`src/rtl/phlm_pkg.sv`:
```
package phlm_pkg;

	localparam int NUM_BANDS_DEF = 16;

	localparam int LEVEL_W  = 10;
	localparam int HOLD_W   = 8;
	localparam int BAND_W   = 4;
	localparam int SAMPLE_W = 16;
	localparam int CFG_IDX_W  = 3;
	localparam int CFG_DATA_W = 10;

	localparam logic [LEVEL_W-1:0] RST_MAX_LEVEL   = 10'd100;
	localparam logic [HOLD_W-1:0]  RST_HOLD_TICKS  = 8'd10;
	localparam logic [LEVEL_W-1:0] RST_LEVEL_DECAY = 10'd10;
	localparam logic [LEVEL_W-1:0] RST_PEAK_DECAY  = 10'd5;

	localparam logic [CFG_IDX_W-1:0] REG_MAX_LEVEL   = 3'd0;
	localparam logic [CFG_IDX_W-1:0] REG_HOLD_TICKS  = 3'd1;
	localparam logic [CFG_IDX_W-1:0] REG_LEVEL_DECAY = 3'd2;
	localparam logic [CFG_IDX_W-1:0] REG_PEAK_DECAY  = 3'd3;

	localparam logic REQ_SAMPLE = 1'b0;
	localparam logic REQ_TICK   = 1'b1;

	typedef struct packed {
		logic [LEVEL_W-1:0] level;
		logic [LEVEL_W-1:0] peak;
		logic [HOLD_W-1:0]  hold;
	} band_entry_t;

	localparam int ENTRY_W = $bits(band_entry_t);

	localparam band_entry_t ENTRY_RST = '{
		level: RST_MAX_LEVEL,
		peak:  RST_MAX_LEVEL,
		hold:  RST_HOLD_TICKS
	};

endpackage

```
`src/rtl/phlm_ram.sv`:
```
module phlm_ram #(
	parameter int WIDTH = 8,
	parameter int DEPTH = 16
) (
	input  logic                                  clk,
	input  logic                                  we,
	input  logic [(DEPTH > 1 ? $clog2(DEPTH) : 1)-1:0] waddr,
	input  logic [WIDTH-1:0]                      wdata,
	input  logic [(DEPTH > 1 ? $clog2(DEPTH) : 1)-1:0] raddr,
	output logic [WIDTH-1:0]                      rdata
);

	logic [WIDTH-1:0] mem_q [DEPTH];

	always_ff @(posedge clk) begin
		if (we) begin
			mem_q[waddr] <= wdata;
		end
		rdata <= mem_q[raddr];
	end

endmodule

```
`src/rtl/peak_hold_level_meter_unit.sv`:
```
// sample: accepted in idle, then read, update and output (done); a band out of range goes straight to done
// tick: walks all bands in turn through one ram read/update loop, then registers
//   the result from the done state
// one item at a time: no new request is taken until the last has left done, which waits while a result waits
// reset: asynchronous, clears control, loads register defaults and clears the
//   per-band valid bits so every band reads as its reset level, peak and hold
module peak_hold_level_meter_unit #(
	parameter int NUM_BANDS = phlm_pkg::NUM_BANDS_DEF
) (
	input  logic                                clk,
	input  logic                                arst_n,

	input  logic                                cfg_we,
	input  logic [phlm_pkg::CFG_IDX_W-1:0]      cfg_index,
	input  logic [phlm_pkg::CFG_DATA_W-1:0]     cfg_wdata,

	input  logic                                in_valid,
	output logic                                in_ready,
	input  logic                                req_type,
	input  logic [phlm_pkg::BAND_W-1:0]         band_index,
	input  logic signed [phlm_pkg::SAMPLE_W-1:0] sample_value,

	output logic                                out_valid,
	input  logic                                out_ready,
	output logic [phlm_pkg::LEVEL_W-1:0]        band_level,
	output logic [phlm_pkg::LEVEL_W-1:0]        peak_level,
	output logic [phlm_pkg::HOLD_W-1:0]         hold_left,
	output logic                                activity
);

	localparam int IDX_W = (NUM_BANDS > 1) ? $clog2(NUM_BANDS) : 1;
	localparam logic [IDX_W-1:0] LAST_IDX = IDX_W'(NUM_BANDS - 1);

	typedef enum logic [3:0] {
		S_IDLE   = 4'b0001,
		S_READ   = 4'b0010,
		S_UPDATE = 4'b0100,
		S_DONE   = 4'b1000
	} state_t;

	state_t state_q;

	logic [phlm_pkg::LEVEL_W-1:0] max_level_q;
	logic [phlm_pkg::HOLD_W-1:0]  hold_ticks_q;
	logic [phlm_pkg::LEVEL_W-1:0] level_decay_q;
	logic [phlm_pkg::LEVEL_W-1:0] peak_decay_q;

	logic                           req_q;
	logic [phlm_pkg::BAND_W-1:0]    band_q;
	logic [phlm_pkg::SAMPLE_W-1:0]  sample_q;
	logic [IDX_W-1:0]               cnt_q;
	logic                           act_q;
	logic [NUM_BANDS-1:0]           valid_q;
	phlm_pkg::band_entry_t          rep_q;

	logic                           out_valid_q;
	phlm_pkg::band_entry_t          out_q;
	logic                           out_act_q;

	logic                           accept;
	logic                           in_range;
	logic [phlm_pkg::ENTRY_W-1:0]   ram_rdata;
	phlm_pkg::band_entry_t          ent_cur;
	phlm_pkg::band_entry_t          ent_new;
	logic                           ent_act;
	logic [phlm_pkg::LEVEL_W-1:0]   smp_lvl;
	logic [phlm_pkg::HOLD_W-1:0]    hold_dec;
	logic                           ram_we;
	logic                           is_rep;

	assign in_ready = (state_q == S_IDLE);
	assign accept   = in_valid && in_ready;
	assign in_range = ({5'b0, band_index} < 9'(NUM_BANDS));

	assign out_valid  = out_valid_q;
	assign band_level = out_q.level;
	assign peak_level = out_q.peak;
	assign hold_left  = out_q.hold;
	assign activity   = out_act_q;

	phlm_ram #(
		.WIDTH(phlm_pkg::ENTRY_W),
		.DEPTH(NUM_BANDS)
	) u_store (
		.clk   (clk),
		.we    (ram_we),
		.waddr (cnt_q),
		.wdata (ent_new),
		.raddr (cnt_q),
		.rdata (ram_rdata)
	);

	// the shared update unit
	always_comb begin
		ent_cur = valid_q[cnt_q] ? phlm_pkg::band_entry_t'(ram_rdata) : phlm_pkg::ENTRY_RST;
		ent_new = ent_cur;
		ent_act = 1'b0;
		hold_dec = '0;
		if (sample_q[phlm_pkg::SAMPLE_W-1]) begin
			smp_lvl = '0;
		end else if (sample_q[phlm_pkg::SAMPLE_W-2:0] > {5'b0, max_level_q}) begin
			smp_lvl = max_level_q;
		end else begin
			smp_lvl = sample_q[phlm_pkg::LEVEL_W-1:0];
		end
		if (req_q == phlm_pkg::REQ_TICK) begin
			ent_new.level = (ent_cur.level > level_decay_q) ?
				(ent_cur.level - level_decay_q) : '0;
			hold_dec = (ent_cur.hold != '0) ? (ent_cur.hold - 8'd1) : '0;
			ent_new.hold = hold_dec;
			if (hold_dec == '0 && ent_cur.peak != '0) begin
				ent_new.peak = (ent_cur.peak > peak_decay_q) ?
					(ent_cur.peak - peak_decay_q) : '0;
			end
			ent_act = (ent_cur.level != '0) || (ent_cur.hold != '0) ||
				(hold_dec == '0 && ent_cur.peak != '0);
		end else begin
			ent_new.level = smp_lvl;
			if (ent_cur.peak < smp_lvl) begin
				ent_new.peak = smp_lvl;
				ent_new.hold = hold_ticks_q;
			end
		end
	end

	assign ram_we = (state_q == S_UPDATE);
	assign is_rep = (cnt_q == IDX_W'(band_q)) && ({5'b0, band_q} < 9'(NUM_BANDS));

	always_ff @(posedge clk or negedge arst_n) begin
		if (!arst_n) begin
			max_level_q   <= phlm_pkg::RST_MAX_LEVEL;
			hold_ticks_q  <= phlm_pkg::RST_HOLD_TICKS;
			level_decay_q <= phlm_pkg::RST_LEVEL_DECAY;
			peak_decay_q  <= phlm_pkg::RST_PEAK_DECAY;
		end else if (cfg_we) begin
			case (cfg_index)
				phlm_pkg::REG_MAX_LEVEL: begin
					max_level_q <= cfg_wdata;
				end
				phlm_pkg::REG_HOLD_TICKS: begin
					hold_ticks_q <= cfg_wdata[phlm_pkg::HOLD_W-1:0];
				end
				phlm_pkg::REG_LEVEL_DECAY: begin
					level_decay_q <= cfg_wdata;
				end
				phlm_pkg::REG_PEAK_DECAY: begin
					peak_decay_q <= cfg_wdata;
				end
				default: begin
				end
			endcase
		end
	end

	always_ff @(posedge clk or negedge arst_n) begin
		if (!arst_n) begin
			state_q     <= S_IDLE;
			cnt_q       <= '0;
			valid_q     <= '0;
			out_valid_q <= 1'b0;
		end else begin
			if (out_valid_q && out_ready && state_q != S_DONE) begin
				out_valid_q <= 1'b0;
			end
			case (state_q)
				S_IDLE: begin
					if (accept) begin
						if (req_type == phlm_pkg::REQ_TICK) begin
							cnt_q   <= '0;
							state_q <= S_READ;
						end else if (in_range) begin
							cnt_q   <= IDX_W'(band_index);
							state_q <= S_READ;
						end else begin
							state_q <= S_DONE;
						end
					end
				end
				S_READ: begin
					state_q <= S_UPDATE;
				end
				S_UPDATE: begin
					valid_q[cnt_q] <= 1'b1;
					if (req_q == phlm_pkg::REQ_TICK && cnt_q != LAST_IDX) begin
						cnt_q   <= cnt_q + 1'b1;
						state_q <= S_READ;
					end else begin
						state_q <= S_DONE;
					end
				end
				S_DONE: begin
					if (!out_valid_q || out_ready) begin
						out_valid_q <= 1'b1;
						state_q     <= S_IDLE;
					end
				end
				default: begin
					state_q <= S_IDLE;
				end
			endcase
		end
	end

	// item payload, report capture and output data
	always_ff @(posedge clk) begin
		if (accept) begin
			req_q    <= req_type;
			band_q   <= band_index;
			sample_q <= sample_value;
			act_q    <= 1'b0;
			rep_q    <= '0;
		end
		if (state_q == S_UPDATE) begin
			if (ent_act) begin
				act_q <= 1'b1;
			end
			if (is_rep) begin
				rep_q <= ent_new;
			end
		end
		if (state_q == S_DONE && (!out_valid_q || out_ready)) begin
			out_q     <= rep_q;
			out_act_q <= act_q;
		end
	end

endmodule
```
`config.mk`:
```
export PLATFORM = sky130hd
export DESIGN_NAME = peak_hold_level_meter_unit
export DESIGN_NICKNAME = d
export VERILOG_FILES = /design/src/rtl/phlm_pkg.sv /design/src/rtl/phlm_ram.sv /design/src/rtl/peak_hold_level_meter_unit.sv
export SDC_FILE = /design/constraint.sdc
export NUM_CORES = 1
export LEC_CHECK = 0
export BUFFER_PORTS_ARGS = -buffer_cell sky130_fd_sc_hd__clkbuf_2
export CORE_MARGIN = 8
export CORE_UTILIZATION = 28
export CTS_CLUSTER_DIAMETER = 30
export DETAILED_ROUTE_END_ITERATION = 10
export PLACE_DENSITY = 0.43
export SETUP_SLACK_MARGIN = 0.02
export SYNTH_ARGS = -nofsm -noshare
export SYNTH_HDL_FRONTEND = slang
export SYNTH_SLANG_ARGS = --single-unit
```
`constraint.sdc`:
```
create_clock -name clk -period 11.49 [get_ports clk]
set_input_delay 1.149 -clock clk [delete_from_list [all_inputs] [get_ports clk]]
set_output_delay 1.149 -clock clk [all_outputs]
set_load 0.01 [all_outputs]
```
==> results.md <==
* Final #Nets at approximately 1700
* Vias in the first global route at 15010
* Placer Congestion at about 0.86
* Synth area leaders: edfxtp_1 (59%), mux4_2 (13%), dfrtp_1 (5.2%), dfxtp_1 (4.5%), ha_1 (2.2%)
* WP data required at 11790 ps
* Yosys top cell area share at 58.8%
* Fmax at between 150 and 200 MHz
* Synth Register Bits at 618
* Vias per inst at approximately 4.9
* Wire per inst at approximately 25 microns
* Initial Utilization at 28.2%
* Share of cells above drive strength 1 at between 30% and 40%
* Clock Latency Late Sink at 710 ps
* Final setup fails at 0
* Post-route setup slack at roughly 5300 ps
* Worst slew pin tran at roughly 1300 ps
* Port bufs at 69
* Core area at 90000 sq um
* Root Driver: clkbuf_16
* Critical Path Fanout Max at 16
* Slew headroom at 14.8%
* Congestion Overflow GR at 0
* Most common cell in the synthesized netlist: edfxtp_1
* Fin crit period at about 6200 ps
* Fillcell total at 8454
* Total GRT Usage at 14.5%
* VDD IR max at between 0.0001 and 0.00015 V
* Status: finished clean
* Synth Instances at 1455
* Reg area at between 15000 and 20000 sq um
* Synthesized area at 25400 sq um
* R2r startpoint: max_level_q[9]$_DFFE_PN0P_
* Die height at 317 microns
* CTS tree: done
* Drt drc at 0
* Worst-path clk slew at 50 ps
* Layout area overhead at 26.5%
* R2R depth at 17
* Synthesized net count at 1541
* Area leader, netlist: edfxtp_1
* Async SR Flop Fraction at between 10% and 20%
* Max H-tree Level at 4
* Most common library cells after synthesis: edfxtp_1 (498), mux4_2 (144), nand2_1 (70), dfxtp_1 (57), dfrtp_1 (53)
* Setup bufs post-CTS at 0
* IO Count at 70
* Proportion of synthesized chip area in sequential cells at 69.6%
* Area of the multi-input gates at 7330 sq um
* Clock tree sinks at 618
* Crit path arrival time at 6490 ps
* CP endpoint kind: register
* Row cnt at 110
* Number of synthesized flops with an enable pin at 498
* Vias post-DR at 14294
* Max-cap violations at 0
* Die area at 101000 sq um
* Worst r2r dst: u_store.mem_q[14][5]$_DFFE_PP_
* Post-Route WL at roughly 73 mm
* Worst Hold Class: register to register
* Cell Pwr Density at 286 nW/um^2
* Ys Warns at 0
* Final Hold Viols at 0
* Dpl ws at 5370 ps
* Ys flop type: edfxtp_1
* Hold buffers post-CTS at 0
* Setup TNS at 0 ps
* Critical Path End: u_store.mem_q[14][5]$_DFFE_PP_
* Fin util at 35.7%
* Die Span X at about 320 microns
* TritonCTS buffer count at 139
* First-pass GRT wire length at 106 mm
* Clk buf depth at 3
* Netlist cell types at 83
* Initial antenna violation count at 3
* Largest net degree at the start of global routing at 98
* Critical path launch point: max_level_q[9]$_DFFE_PN0P_
* DRC marker count from the first detailed-route iteration at around 970
* Critical Path Start Type: register
* Dpl hpwl at 44.1 mm
* Detailed Routing Iterations Pass 1 at 5
* RSZ-0062 raised after global routing: false
* WS Path Type: register to register
* Final period util at 53.9%
* Number of gates resized after cts at 0
* Fin. max-slew vios at 0
* R2R Setup Slk at around 5300 ps
* Synth Area per Inst at around 17 sq um
* DRT antenna net count at 0
* Clk_skew at 39.9 ps
* Leak at 11.3 nW
==> worst min path at each step <==
| stage | slack [ps] | startpoint | to | depth (start not counted) |
|---|---|---|---|---|
| 2_1_floorplan | 400 | rep_q[20]$_DFF_P_ | band_level[2]$_DFFE_PP_ | 0 |
| 3_3_place_gp | 410 | rep_q[26]$_DFF_P_ | band_level[8]$_DFFE_PP_ | 0 |
| 3_5_place_dp | 410 | rep_q[22]$_DFF_P_ | band_level[4]$_DFFE_PP_ | 0 |
| 4_1_cts | 420 | rep_q[20]$_DFF_P_ | band_level[2]$_DFFE_PP_ | 0 |
| 5_1_grt | 430 | rep_q[20]$_DFF_P_ | band_level[2]$_DFFE_PP_ | 0 |
| 6_report | 420 | rep_q[20]$_DFF_P_ | band_level[2]$_DFFE_PP_ | 0 |
==> registers in the layout (all words and copies together), names as in the netlist, 8 cells and up <==
signal and flops:
hold_left 8, peak_decay_q 10, peak_level 10, u_store.mem_q 448, sample_q 16, hold_ticks_q 8
rep_q 28, band_level 10, u_store.rdata 28, valid_q 16, max_level_q 10, level_decay_q 10
==> layer usage <==
layer	wire length, microns	track usage (%)	vias to the layer above
li1	-	-	6226
met3	3430	3.21	110
met4	1510	4.56	0
met2	34100	23.0	393
met1	33800	20.0	7565
met5	0	0	-
==> cell families after synthesis <==
kind of cell,count (synthesis),synth area share [%]
AOI/OAI and AO/OA,202,5.32
and+or+nand+nor,281,6.05
muxes,174,14.1
xor gates and xnor gates,21,0.724
DFF,618,69.6
adders and majority gates,47,2.37
buffers and inverters,112,1.85
==> worst max-delay path, cell delays in order, from the launching register on <==
cell	delay, ps
dfrtp_1	350
inv_1	60
ha_1	320
a211oi_1	300
nand4b_1	130
or3_1	430
nand2_1	420
mux2_2	390
nand2_1	180
ha_1	300
a2111oi_0	370
o21ai_0	160
o22a_1	370
a211oi_2	290
o21ai_1	360
a21boi_0	340
a31oi_1	90
o22ai_1	930
==> final cells by class <==
cell class	instances	share of cell area, %
repair buffers	110	2.07
flip-flops and latches	618	55.0
well taps	1176	4.57
diodes	1	0.00778
clock buffers	179	11.7
clock inverters	80	3.30
inverters	45	0.525
multi-input cells	725	22.8
==> per-stage QoR <==
step	power, mW	cells	hold WS (ps)	instance area, sq um
floorplan	4.51	1455	400	25400
global placement	5.25	2674	410	27300
detailed placement	5.26	2674	413	27300
CTS	9.30	2933	419	32200
global route	9.60	2933	426	32200
finish	9.18	2934	419	32200
==> placed cells by master, fill, tap and decap left out, drive strengths merged, types with 5 or more instances in the layout <==
cell and n:
mux4 144, a31oi 8, inv 52, o22ai 9
buf 42, and3 21, clkinv 42, or2 24
dfstp 10, nand4 6, bufinv 16, nor3 14
xnor2 11, clkbuf 247, nand3 19, ha 45
nor2 45, nand2 71, dfxtp 57, and2 25
xor2 10, a21oi 39, mux2 22, nor4 9
nand2b 14, o21a 8, mux2i 8, nor4b 5
or3 5, edfxtp 498, a22o 6, clkinvlp 15
a22oi 19, a211oi 9, o21ai 61, dfrtp 53
a21o 9
==> where the power goes <==
| part | switching, mW | internal [mW] | leakage [nW] |
|---|---|---|---|
| combinational | 1.29 | 0.840 | 3.18 |
| clock | 1.29 | 2.69 | 2.30 |
| sequential | 0.199 | 2.88 | 5.78 |
| total | 2.77 | 6.41 | 11.3 |
(Power assumes the default switching activity.)
